==> config.mk <==
export PLATFORM = sky130hd
export DESIGN_NAME = morse_codec
export DESIGN_NICKNAME = d
export VERILOG_FILES = /design/src/hw/rtl/mc_pkg.sv /design/src/hw/rtl/morse_codec.sv /design/src/hw/rtl/mc_front.sv /design/src/hw/rtl/mc_queue.sv /design/src/hw/rtl/mc_back.sv
export SDC_FILE = /design/constraint.sdc
export NUM_CORES = 1
export LEC_CHECK = 0
export BUFFER_PORTS_ARGS = -buffer_cell sky130_fd_sc_hd__buf_2
export CAP_MARGIN = 25
export CORE_ASPECT_RATIO = 0.5
export CORE_MARGIN = 4
export CORE_UTILIZATION = 56
export DETAILED_ROUTE_END_ITERATION = 10
export PLACE_DENSITY = 0.76
export SYNTH_ARGS = -nofsm -noshare
export SYNTH_HDL_FRONTEND = slang
export SYNTH_SLANG_ARGS = --single-unit
==> constraint.sdc <==
create_clock -name aclk -period 4.1 [get_ports aclk]
set_clock_uncertainty 0.15 [all_clocks]
set_input_delay 0.41 -clock aclk [delete_from_list [all_inputs] [get_ports aclk]]
set_output_delay 0.41 -clock aclk [all_outputs]
set_load 0.1 [all_outputs]
==> src/hw/rtl/mc_pkg.sv <==
// Shared types, constants and code table of the Morse codec.
package mc_pkg;

    localparam int MAX_SYMBOLS  = 5;
    localparam int NUM_GLYPHS   = 36;
    localparam int CODE_W       = 5;
    localparam int LEN_W        = 3;
    localparam int CODE_MAX_LEN = 5;
    localparam int QUEUE_DEPTH  = 4;

    localparam logic       MODE_ENCODE = 1'b0;
    localparam logic       MODE_DECODE = 1'b1;

    localparam logic [7:0] CHAR_DOT   = 8'h2E;
    localparam logic [7:0] CHAR_DASH  = 8'h2D;
    localparam logic [7:0] CHAR_SPACE = 8'h20;
    localparam logic [7:0] CHAR_UP_A  = 8'h41;
    localparam logic [7:0] CHAR_LO_A  = 8'h61;
    localparam logic [7:0] CHAR_LO_Z  = 8'h7A;
    localparam logic [7:0] CHAR_UP_Z  = 8'h5A;
    localparam logic [7:0] CHAR_ZERO  = 8'h30;
    localparam logic [7:0] CHAR_ONE   = 8'h31;
    localparam logic [7:0] CHAR_NINE  = 8'h39;
    localparam logic [7:0] CASE_FOLD  = 8'h20;

    // Each entry holds the symbol count and the symbols, oldest in the
    // highest used bit, dash = 1. Order: A..Z, then 1..9, then 0.
    localparam logic [LEN_W+CODE_W-1:0] CODE_TABLE [NUM_GLYPHS] = '{
        {3'd2, 5'b00001}, {3'd4, 5'b01000}, {3'd4, 5'b01010}, {3'd3, 5'b00100},
        {3'd1, 5'b00000}, {3'd4, 5'b00010}, {3'd3, 5'b00110}, {3'd4, 5'b00000},
        {3'd2, 5'b00000}, {3'd4, 5'b00111}, {3'd3, 5'b00101}, {3'd4, 5'b00100},
        {3'd2, 5'b00011}, {3'd2, 5'b00010}, {3'd3, 5'b00111}, {3'd4, 5'b00110},
        {3'd4, 5'b01101}, {3'd3, 5'b00010}, {3'd3, 5'b00000}, {3'd1, 5'b00001},
        {3'd3, 5'b00001}, {3'd4, 5'b00001}, {3'd3, 5'b00011}, {3'd4, 5'b01001},
        {3'd4, 5'b01011}, {3'd4, 5'b01100},
        {3'd5, 5'b01111}, {3'd5, 5'b00111}, {3'd5, 5'b00011}, {3'd5, 5'b00001},
        {3'd5, 5'b00000}, {3'd5, 5'b10000}, {3'd5, 5'b11000}, {3'd5, 5'b11100},
        {3'd5, 5'b11110}, {3'd5, 5'b11111}
    };

    // Work handed from the front end to the back end.
    typedef struct packed {
        logic              is_enc;
        logic [LEN_W-1:0]  len;
        logic [CODE_W-1:0] bits;
        logic [7:0]        glyph;
    } job_t;

    typedef struct packed {
        logic              hit;
        logic [LEN_W-1:0]  len;
        logic [CODE_W-1:0] bits;
    } enc_lookup_t;

    typedef struct packed {
        logic       hit;
        logic [7:0] glyph;
    } dec_lookup_t;

    function automatic logic [7:0] glyph_of(input logic [5:0] idx);
        logic [7:0] g;
        if (idx < 6'd26) begin
            g = CHAR_UP_A + {2'b00, idx};
        end else if (idx == 6'd35) begin
            g = CHAR_ZERO;
        end else begin
            g = CHAR_ONE + {2'b00, idx} - 8'd26;
        end
        return g;
    endfunction

    function automatic enc_lookup_t char_to_code(input logic [7:0] c);
        logic [7:0]  u;
        logic [7:0]  ofs;
        enc_lookup_t r;
        u   = (c >= CHAR_LO_A && c <= CHAR_LO_Z) ? (c - CASE_FOLD) : c;
        r   = '0;
        ofs = '0;
        if (u >= CHAR_UP_A && u <= CHAR_UP_Z) begin
            r.hit = 1'b1;
            ofs   = u - CHAR_UP_A;
        end else if (u >= CHAR_ONE && u <= CHAR_NINE) begin
            r.hit = 1'b1;
            ofs   = u - CHAR_ONE + 8'd26;
        end else if (u == CHAR_ZERO) begin
            r.hit = 1'b1;
            ofs   = 8'd35;
        end
        if (r.hit) begin
            {r.len, r.bits} = CODE_TABLE[ofs[5:0]];
        end
        return r;
    endfunction

    function automatic dec_lookup_t match_code(input logic [LEN_W-1:0] len,
                                               input logic [CODE_W-1:0] bits);
        dec_lookup_t r;
        r = '0;
        for (int k = 0; k < NUM_GLYPHS; k++) begin
            if (CODE_TABLE[k] == {len, bits}) begin
                r.hit   = 1'b1;
                r.glyph = glyph_of(6'(k));
            end
        end
        return r;
    endfunction

endpackage

==> src/hw/rtl/morse_codec.sv <==
// Top level of the Morse codec: front end, job queue and back end.
//
// The codec encodes ASCII letters (either case) and digits into Morse dots
// and dashes, or decodes runs of dots and dashes back to uppercase letters
// and digits, as selected by the mode register (0 encodes, 1 decodes).
// Writing the mode register also clears the decoder's code buffer. In
// encode mode each known character yields its symbols, one per output
// request, and then a space with tlast set; unknown characters yield
// nothing. In decode mode a space, or any request with s_tlast set, ends
// the current run, and a valid run yields one character with tlast set.
// The front end takes one input request per cycle while the job queue has
// room. The back end sends one output request per cycle while the output
// is not held by back-pressure, so an encoded character takes its symbol
// count plus one output requests and a decoded character takes one; the
// sustained encode rate is therefore set by the back end's single output register.
module morse_codec #(
    parameter int MAX_SYMBOLS = mc_pkg::MAX_SYMBOLS
) (
    input  logic       aclk,
    input  logic       aresetn,
    // Mode register write: bit 0 is the mode.
    input  logic       cfg_wr_en,
    input  logic [0:0] cfg_wr_data,
    // Input requests.
    input  logic       s_tvalid,
    output logic       s_tready,
    input  logic [7:0] s_tdata,   // [7:0] char_in
    input  logic       s_tlast,   // end_of_text
    // Output requests.
    output logic       m_tvalid,
    input  logic       m_tready,
    output logic [7:0] m_tdata,   // [7:0] char_out
    output logic       m_tlast    // last
);

    logic         q_full;
    logic         q_push;
    mc_pkg::job_t q_push_job;
    logic         q_pop;
    logic         q_not_empty;
    mc_pkg::job_t q_head;

    // The front end classifies each request and turns it into at most one job.
    mc_front #(
        .MAX_SYMBOLS(MAX_SYMBOLS)
    ) u_front (
        .aclk       (aclk),
        .aresetn    (aresetn),
        .cfg_wr_en  (cfg_wr_en),
        .cfg_wr_data(cfg_wr_data[0]),
        .s_tvalid   (s_tvalid),
        .s_tready   (s_tready),
        .s_tdata    (s_tdata),
        .s_tlast    (s_tlast),
        .q_full     (q_full),
        .q_push     (q_push),
        .q_job      (q_push_job)
    );

    // The queue lets input keep flowing while long encodings drain.
    mc_queue u_queue (
        .aclk     (aclk),
        .aresetn  (aresetn),
        .push     (q_push),
        .push_job (q_push_job),
        .full     (q_full),
        .pop      (q_pop),
        .not_empty(q_not_empty),
        .head_job (q_head)
    );

    // The back end expands each job into output requests.
    mc_back u_back (
        .aclk       (aclk),
        .aresetn    (aresetn),
        .q_not_empty(q_not_empty),
        .q_head     (q_head),
        .q_pop      (q_pop),
        .m_tvalid   (m_tvalid),
        .m_tready   (m_tready),
        .m_tdata    (m_tdata),
        .m_tlast    (m_tlast)
    );

endmodule

==> src/hw/rtl/mc_front.sv <==
// Front end: takes requests, looks up or collects codes, and queues jobs.
module mc_front #(
    parameter int MAX_SYMBOLS = mc_pkg::MAX_SYMBOLS
) (
    input  logic         aclk,
    input  logic         aresetn,
    input  logic         cfg_wr_en,
    input  logic         cfg_wr_data,
    input  logic         s_tvalid,
    output logic         s_tready,
    input  logic [7:0]   s_tdata,
    input  logic         s_tlast,
    input  logic         q_full,
    output logic         q_push,
    output mc_pkg::job_t q_job
);

    localparam int LW = $clog2(MAX_SYMBOLS + 1);

    logic                   mode_reg, mode_next;
    logic [MAX_SYMBOLS-1:0] bits_reg, bits_next;
    logic [LW-1:0]          len_reg, len_next;
    logic                   inv_reg, inv_next;

    logic                accept;
    logic                is_dot, is_dash, is_space;
    mc_pkg::enc_lookup_t enc;
    mc_pkg::dec_lookup_t dec;

    assign s_tready = !q_full;
    assign accept   = s_tvalid && s_tready;
    assign is_dot   = (s_tdata == mc_pkg::CHAR_DOT);
    assign is_dash  = (s_tdata == mc_pkg::CHAR_DASH);
    assign is_space = (s_tdata == mc_pkg::CHAR_SPACE);
    assign enc      = mc_pkg::char_to_code(s_tdata);

    always_comb begin
        mode_next = mode_reg;
        bits_next = bits_reg;
        len_next  = len_reg;
        inv_next  = inv_reg;
        q_push    = 1'b0;
        q_job     = '0;
        dec       = '0;
        if (cfg_wr_en) begin
            mode_next = cfg_wr_data;
            bits_next = '0;
            len_next  = '0;
            inv_next  = 1'b0;
        end else if (accept) begin
            if (mode_reg == mc_pkg::MODE_ENCODE) begin
                q_push       = enc.hit;
                q_job.is_enc = 1'b1;
                q_job.len    = enc.len;
                q_job.bits   = enc.bits;
            end else begin
                if (is_dot || is_dash) begin
                    if (len_reg < LW'(MAX_SYMBOLS)) begin
                        bits_next = {bits_reg[MAX_SYMBOLS-2:0], is_dash};
                        len_next  = len_reg + 1'b1;
                    end else begin
                        inv_next = 1'b1;
                    end
                end else if (!is_space) begin
                    inv_next = 1'b1;
                end
                if (is_space || s_tlast) begin
                    // Only runs of table length can match; shorter runs keep
                    // zeros in the upper buffer bits.
                    dec = mc_pkg::match_code(len_next[mc_pkg::LEN_W-1:0],
                                             bits_next[mc_pkg::CODE_W-1:0]);
                    q_push = (len_next != '0) && !inv_next &&
                             (len_next <= LW'(mc_pkg::CODE_MAX_LEN)) && dec.hit;
                    q_job.glyph = dec.glyph;
                    bits_next   = '0;
                    len_next    = '0;
                    inv_next    = 1'b0;
                end
            end
        end
    end

    always_ff @(posedge aclk) begin
        if (!aresetn) begin
            mode_reg <= mc_pkg::MODE_ENCODE;
            bits_reg <= '0;
            len_reg  <= '0;
            inv_reg  <= 1'b0;
        end else begin
            mode_reg <= mode_next;
            bits_reg <= bits_next;
            len_reg  <= len_next;
            inv_reg  <= inv_next;
        end
    end

endmodule

==> src/hw/rtl/mc_queue.sv <==
// Short job queue between the front end and the back end.
module mc_queue (
    input  logic         aclk,
    input  logic         aresetn,
    input  logic         push,
    input  mc_pkg::job_t push_job,
    output logic         full,
    input  logic         pop,
    output logic         not_empty,
    output mc_pkg::job_t head_job
);

    localparam int AW = $clog2(mc_pkg::QUEUE_DEPTH);

    mc_pkg::job_t    mem [mc_pkg::QUEUE_DEPTH];
    logic [AW-1:0]   wr_ptr_reg, wr_ptr_next;
    logic [AW-1:0]   rd_ptr_reg, rd_ptr_next;
    logic [AW:0]     count_reg, count_next;
    logic            do_push, do_pop;

    assign full      = (count_reg == (AW+1)'(mc_pkg::QUEUE_DEPTH));
    assign not_empty = (count_reg != '0);
    assign do_push   = push && !full;
    assign do_pop    = pop && not_empty;
    assign head_job  = mem[rd_ptr_reg];

    always_comb begin
        wr_ptr_next = do_push ? wr_ptr_reg + 1'b1 : wr_ptr_reg;
        rd_ptr_next = do_pop ? rd_ptr_reg + 1'b1 : rd_ptr_reg;
        count_next  = count_reg + (AW+1)'(do_push) - (AW+1)'(do_pop);
    end

    always_ff @(posedge aclk) begin
        if (do_push) begin
            mem[wr_ptr_reg] <= push_job;
        end
    end

    always_ff @(posedge aclk) begin
        if (!aresetn) begin
            wr_ptr_reg <= '0;
            rd_ptr_reg <= '0;
            count_reg  <= '0;
        end else begin
            wr_ptr_reg <= wr_ptr_next;
            rd_ptr_reg <= rd_ptr_next;
            count_reg  <= count_next;
        end
    end

endmodule

==> src/hw/rtl/mc_back.sv <==
// Back end: expands queued jobs into output characters one per cycle while the output is not held by back-pressure.
module mc_back (
    input  logic         aclk,
    input  logic         aresetn,
    input  logic         q_not_empty,
    input  mc_pkg::job_t q_head,
    output logic         q_pop,
    output logic         m_tvalid,
    input  logic         m_tready,
    output logic [7:0]   m_tdata,
    output logic         m_tlast
);

    mc_pkg::job_t            job_reg, job_next;
    logic                    busy_reg, busy_next;
    logic [mc_pkg::LEN_W-1:0] idx_reg, idx_next;
    logic                    vld_reg, vld_next;
    logic [7:0]              data_reg, data_next;
    logic                    last_reg, last_next;

    logic                     out_ok, emit, final_item;
    logic [mc_pkg::LEN_W-1:0] pos;
    logic [mc_pkg::CODE_W-1:0] shifted;
    logic [7:0]               item_char;

    assign out_ok     = !vld_reg || m_tready;
    assign emit       = busy_reg && out_ok;
    assign final_item = !job_reg.is_enc || (idx_reg == job_reg.len);
    assign q_pop      = q_not_empty && (!busy_reg || (emit && final_item));
    assign pos        = job_reg.len - 1'b1 - idx_reg;
    assign shifted    = job_reg.bits >> pos;

    always_comb begin
        if (!job_reg.is_enc) begin
            item_char = job_reg.glyph;
        end else if (final_item) begin
            item_char = mc_pkg::CHAR_SPACE;
        end else begin
            item_char = shifted[0] ? mc_pkg::CHAR_DASH : mc_pkg::CHAR_DOT;
        end
    end

    always_comb begin
        job_next  = job_reg;
        busy_next = busy_reg;
        idx_next  = idx_reg;
        vld_next  = vld_reg;
        data_next = data_reg;
        last_next = last_reg;
        if (out_ok) begin
            vld_next  = emit;
            data_next = item_char;
            last_next = final_item;
        end
        if (q_pop) begin
            job_next  = q_head;
            busy_next = 1'b1;
            idx_next  = '0;
        end else if (emit && final_item) begin
            busy_next = 1'b0;
        end else if (emit) begin
            idx_next = idx_reg + 1'b1;
        end
    end

    always_ff @(posedge aclk) begin
        job_reg  <= job_next;
        data_reg <= data_next;
        last_reg <= last_next;
        idx_reg  <= idx_next;
    end

    always_ff @(posedge aclk) begin
        if (!aresetn) begin
            busy_reg <= 1'b0;
            vld_reg  <= 1'b0;
        end else begin
            busy_reg <= busy_next;
            vld_reg  <= vld_next;
        end
    end

    assign m_tvalid = vld_reg;
    assign m_tdata  = data_reg;
    assign m_tlast  = last_reg;

endmodule
==> impl_metrics.toml, run 1 <==
[outcome]
status = "finished clean"

[floorplanning]
die_w_um = 159.5
die_h_um = 83.73
initial_core_util = 0.5796
rows = 27
die_area_sq_um = 13350
core_area_sq_um = 11080
io_pins = 26

[critical_path]
setup.worst_path.end_class = "flop"
cp-start-kind = "primary input"
cp.arrival_ns = 3.93
path_cells = "buf_2 > inv_1 > ha_1 > or2_2 > nand4_1 > buf_4 > mux2_2 > nor3_1 > a21oi_1 > and4b_1 > and4_4 > o21a_2 > inv_1 > ha_1 > fa_1 > and2_1"
cp_max_fo = 11
cpPeakStageDelay_ns = 0.42
crit_type = "primary input to flop"
cp.required_ns = 4.20
slowest_stage = "fa_1"

[layout]
multiInputGateArea_sq_um = 3027
largest_reg_flops = 64
utilization = 0.6492
nNetsFinal = 673
layoutNonFillerInstCount = 782
nFillCells = 864
area_delta_synth_final_pct = 12.00
final_area_sq_um = 7193
diodes = 0
drive_gt1_frac = 0.2072
regArea_sq_um = 3083

[detailed_routing]
first_iter_violations = 448
first_pass_iters = 5
wl_mm = 14.46
wl_met2_mm = 6.133
wl_met3_um = 992
via_per_inst = 6.221
drt-met1-wl_mm = 7.103
vias = 4865
drtAntennaViolNets = 0
top_layer_used = "met4"
wl_per_cell_um = 18.49
route.detailed.drc = 0

[synth]
netlist_top_cells_area = "edfxtp_1 41%, dfxtp_1 6.9%, mux4_2 6.0%, ha_1 4.7%, nand2_1 3.0%"
ys_seq_area_frac = 0.4800
syn_inst = 580
synth_fp_nets = 621
synth_area_sq_um = 6422
synth-seq-cells = 110
syn_area_per_cell_sq_um = 11.07
synth-edff-count = 88
netlist.area_leader.share = 0.4115
synth_cell_types = 84
synth-main-ff-cell = "edfxtp_1"
yosys.area.top_type = "edfxtp_1"
async_flop_share = 0
ys_warn_count = 0

[power]
p_leak_nw = 2.580
ir_drop_uv = 401.6
power_density_nw_per_um2 = 489.4
finalPower_mw = 3.520

[clocking]
cts_buffers = 9
clk_pin_slew_ns = 0.08
cts_buffer_depth = 2
cts_max_level = 3
clock_sinks = 110
root_buffer = "clkbuf_16"
post_cts_buffers = 0
clk_latency_ns = 0.35
cts_tree = "done"
ctsHoldBuffers = 0

[timing]
holdWs_ns = 0.2350
period_needed_ns = 3.835
drv_slew = 0
max_freq_mhz = 260.8
grt_setup_unrepaired = "false"
fin_crit_sh = 0.9353
worst_pin_slew_ns = 0.8311
finalSetupViolations = 0
finalHoldViolCount = 0
fin_ws_ns = 0.2652
finalSetupTns_ns = 0
slew_headroom = 0.4452

[global_routing]
grt_overflow_total = 0
grt_pass1_vias = 4627
grt_max_degree = 22
antenna_found_initial = 0
grt_pass1_wl_mm = 24.10
track_usage = 0.2239

[place]
io_buffers = 24
placed_cell_area_sq_um = 6909
hpwl_mm = 10.46
place_inst = 766
globalplace.congestion = 0.9646
preCtsSetupSlack_ns = 0.04068

[worst_hold_path]
holdCritPathClass = "primary input to flop"

[run]
cap_violations = 0
Yosys cell counts, types with 7 or more instances:
cell type	n
and3_1	9
nor2b_1	10
edfxtp_1	88
nor3_1	17
nand3_1	13
and2_1	13
nor2_1	43
mux2_2	7
nand2b_1	17
a21oi_1	31
mux4_2	17
clkbuf_1	10
o21ai_0	16
dfxtp_1	22
inv_1	34
o22ai_1	9
mux2i_1	9
a211oi_1	8
a22oi_1	7
ha_1	24
nand2_1	51
cell type report:
cell class	instances	share of cell area
Clock buffer	10	0.03183
Clock inverter	6	0.007654
Inverter	34	0.01774
Multi-Input combinational cell	408	0.4208
Sequential cell	110	0.4286
Tap cell	145	0.02522
Timing Repair Buffer	69	0.06819
cells in the final DEF (no fill, tap or decap), drive strengths merged, types with 3 or more instances in the layout:
| master | Yosys | routed |
|---|---|---|
| a211oi | 10 | 10 |
| a21o | 3 | 3 |
| a21oi | 32 | 32 |
| a221oi | 3 | 3 |
| a22o | 3 | 3 |
| a22oi | 7 | 7 |
| a31oi | 6 | 6 |
| a32oi | 3 | 3 |
| and2 | 14 | 14 |
| and3 | 10 | 10 |
| buf | 14 | 69 |
| clkbuf | 13 | 10 |
| dfxtp | 22 | 22 |
| edfxtp | 88 | 88 |
| ha | 24 | 24 |
| inv | 34 | 37 |
| mux2 | 7 | 7 |
| mux2i | 9 | 9 |
| mux4 | 17 | 17 |
| nand2 | 51 | 51 |
| nand2b | 17 | 17 |
| nand3 | 13 | 13 |
| nand3b | 5 | 5 |
| nand4 | 5 | 5 |
| nor2 | 43 | 43 |
| nor2b | 10 | 10 |
| nor3 | 17 | 17 |
| nor3b | 3 | 3 |
| o2111ai | 4 | 4 |
| o21a | 3 | 3 |
| o21ai | 19 | 19 |
| o221ai | 4 | 4 |
| o22ai | 9 | 9 |
| o311ai | 3 | 3 |
| o31ai | 3 | 3 |
| or2 | 3 | 3 |
| xnor2 | 5 | 5 |
| xor2 | 4 | 4 |
power breakdown:
part | switching (mW) | internal (mW) | total [mW]
logic | 0.741 | 0.409 | 1.15
registers | 0.112 | 1.43 | 1.54
clock network | 0.408 | 0.425 | 0.833
total | 1.26 | 2.26 | 3.52
path summary, 6_finish.rpt:
check	from	endpoint	slack, ns	depth (start not counted)
worst max-delay path	s_tdata[1]	u_queue.count_reg[1]	0.27	16
worst min-delay path	cfg_wr_data	u_front.mode_reg	0.23	3
worst max register to register	u_front.len_reg[1]	u_queue.count_reg[1]	0.32	12
worst min register to register	u_back.job_reg[5]	u_back.m_tdata[5]	0.37	1
routing by layer:
metal / track usage / vias up
li1: - / 2296
met2: 0.3399 / 211
met5: 0 / -
met3: 0.05081 / 32
met4: 0.05512 / 0
met1: 0.3279 / 2326
what timing repair did:
| action | 4_1_cts | 5_1_grt |
|---|---|---|
| gates resized for setup | 0 | 1 |
| endpoints found under the hold margin | 0 | 0 |
| setup endpoints to repair | 0 | 1 |
cells by family after synthesis:
family          after synthesis  synth area share
xor+xnor                      9           0.01227
buf+inv                      62           0.04929
compound gates              137            0.1545
fa+ha+maj                    26           0.05299
flops                       110            0.4800
simple gates                202            0.1644
other cells                   1         0.0005839
mux                          33           0.08592
critical path: cells and delay by family:
family,cells,cell delay (ns)
AND/OR/NAND/NOR,6,1.45
adder cells (fa/ha/maj),3,0.82
multiplexers,1,0.39
buffers and inverters,4,0.49
AO/OA/AOI/OAI,2,0.37
Note: power is estimated with default switching activity, not from simulation.
==> run 2, diff against run 1 <==
--- a/config.mk
+++ b/config.mk
@@ -8,7 +8,6 @@
 export BUFFER_PORTS_ARGS = -buffer_cell sky130_fd_sc_hd__buf_2
 export CAP_MARGIN = 25
 export CORE_ASPECT_RATIO = 0.5
-export CORE_MARGIN = 4
 export CORE_UTILIZATION = 56
 export DETAILED_ROUTE_END_ITERATION = 10
 export PLACE_DENSITY = 0.76
==> run 2 against run 1 <==
  * Combinational power about the same
  * Sequential power about the same
  * Die area down 11%
  * Global-route usage up 2.9 points
  * Core utilization down 0.33 points
  * Total power down 0.11%
  * Worst setup slack worse by 0.023 ns
  * Critical path depth down 4
  * Sequential share of layout area up 0.22 points
  * Clock power about the same
  * Routed wire length down 0.56%
  * Cell area down 0.50%
  * Critical path type is now flop to flop
  * Highest routed layer unchanged
==> impl_metrics.toml, run 2 (synthesis gave the netlist of run 1 again) <==
[outcome]
status = "finished clean"

[place]
io_buffers = 24
place_inst = 763
globalplace.congestion = 0.9704
preCtsSetupSlack_ns = 0.06054
hpwl_mm = 10.60

[critical_path]
critPathTopFamily = "simple AND/OR/NAND/NOR gates"
cp.required_ns = 4.19
crit_type = "flop to flop"
setup.worst_path.end_class = "flop"
cpPeakStageDelay_ns = 0.61
path_cells = "ha_1 > mux2_2 > o32ai_4 > nand2_1 > or3_1 > and3_1 > and4_4 > o21a_2 > inv_1 > ha_1 > fa_1 > and2_1"
cp-start-kind = "flop"
crit_start = "u_front.len_reg[0]"
r2r_setup_slack_ns = 0.24
r2r-start = "u_front.len_reg[0]"
crit_buf_inv = 1
cp.arrival_ns = 3.95
cp_max_fo = 13
slowest_stage = "dfxtp_1"
cp_common_cell = "ha_1"

[global_routing]
grt_pass1_vias = 4490
antenna_found_initial = 0
grt_overflow_total = 0
grt_pass1_wl_mm = 23.13
grt_max_degree = 22
track_usage = 0.2528

[clocking]
cts_tree = "done"
clk_latency_ns = 0.34
clock_sinks = 110
root_buffer = "clkbuf_16"
cts_max_level = 3
cts_buffer_depth = 2
ctsHoldBuffers = 0
cts_buffers = 9
clk_pin_slew_ns = 0.07

[power]
pwr-share-seq = 0.435
power_density_nw_per_um2 = 491.3
clock_power_share = 0.236
ir_drop_uv = 381.6
comb_power_share = 0.328
switchingPower_mw = 1.246
p_leak_nw = 2.567
internal_power_mw = 2.270
switching_share = 0.3544

[timing]
finalHoldViolCount = 0
finalSetupTns_ns = 0
slew_headroom = 0.4486
fin_crit_sh = 0.9409
max_freq_mhz = 259.2
finalSetupViolations = 0
worst_pin_slew_ns = 0.8260
drv_slew = 0
grt_setup_unrepaired = "false"
period_needed_ns = 3.858
fin_ws_ns = 0.2423

[detailed_routing]
wl_per_cell_um = 18.45
first_iter_violations = 455
wl_mm = 14.38
drtAntennaViolNets = 0
route.detailed.drc = 0
vias = 4790
first_pass_iters = 4
via_per_inst = 6.149

[run]
cap_violations = 0

[layout]
final_common_cell = "edfxtp_1"
layoutNonFillerInstCount = 779
diodes = 0
drive_gt1_frac = 0.2035
largest_reg_flops = 64
layout_common_cells = "88 x edfxtp_1, 51 x nand2_1, 43 x nor2_1, 41 x buf_4, 34 x inv_1"
area_delta_synth_final_pct = 11.44
nNetsFinal = 670

[floorplanning]
die_area_sq_um = 11930
rows = 27
core_area_sq_um = 11080
die_h_um = 77.73
initial_core_util = 0.5796
die_w_um = 153.5
io_pins = 26

[worst_hold_path]
hp-start = "cfg_wr_data"
holdCritPathClass = "primary input to flop"
run 2: power groups by stage:
stage | combinational, mW | clock, mW | sequential, mW
2_1_floorplan | 0.642 | 0 | 1.79
3_3_place_gp | 1.07 | 0 | 1.57
3_5_place_dp | 1.16 | 0 | 1.56
4_1_cts | 1.17 | 0.845 | 1.53
5_1_grt | 1.25 | 0.884 | 1.55
6_report | 1.15 | 0.831 | 1.53
run 2: worst reg2reg max path: cells and delay by family (launching register included):
family	cells	cell delay [ns]
AO/OA/AOI/OAI	2	0.61
adder cells (fa/ha/maj)	3	0.85
buffers and inverters	1	0.06
flip-flops	1	0.61
multiplexers	1	0.37
AND/OR/NAND/NOR	5	1.10
run 2: final cells by class:
cell class,instances,area (sq um)
fillers,852,3924
flip-flops and latches,110,3083
multi-input cells,408,3027
repair buffers,66,455.4
clock buffers,11,242.7
well taps,145,181.4
inverters,34,127.6
clock inverters,5,40.04
run 2: path summary, 6_finish.rpt:
path / end / cells past startpoint
worst min register to register: u_back.m_tdata[5] / 1
worst min-delay path: u_front.mode_reg / 3
worst max register to register: u_queue.count_reg[1] / 12
worst max-delay path: u_queue.count_reg[1] / 12
run 2: per-stage QoR:
| step | area, sq um | power, mW | hold slack [ns] | util |
|---|---|---|---|---|
| finish | 7157 | 3.517 | 0.1846 | 0.6459 |
| global route | 7157 | 3.688 | 0.1806 | 0.6459 |
| CTS | 7157 | 3.546 | 0.1792 | 0.6459 |
| global placement | 6847 | 2.639 | 0.3367 | 0.6179 |
| floorplan | 6422 | 2.435 | 0.3241 | - |
| detailed placement | 6874 | 2.716 | 0.3456 | 0.6204 |
run 2: what timing repair did:
item	CTS	global route
setup buffers	0	0
gates resized for setup	0	1
endpoints found under the setup margin	0	1
run 2: routing by layer:
layer  vias up  GRT usage  share of wire  wire length, um
met3        28    0.04134          0.061              880
li1       2283          -              -                -
met1      2275     0.3636           0.48             6866
met2       204     0.3945           0.44             6359
met4         0    0.08000          0.019              269
met5         -          0              0                0
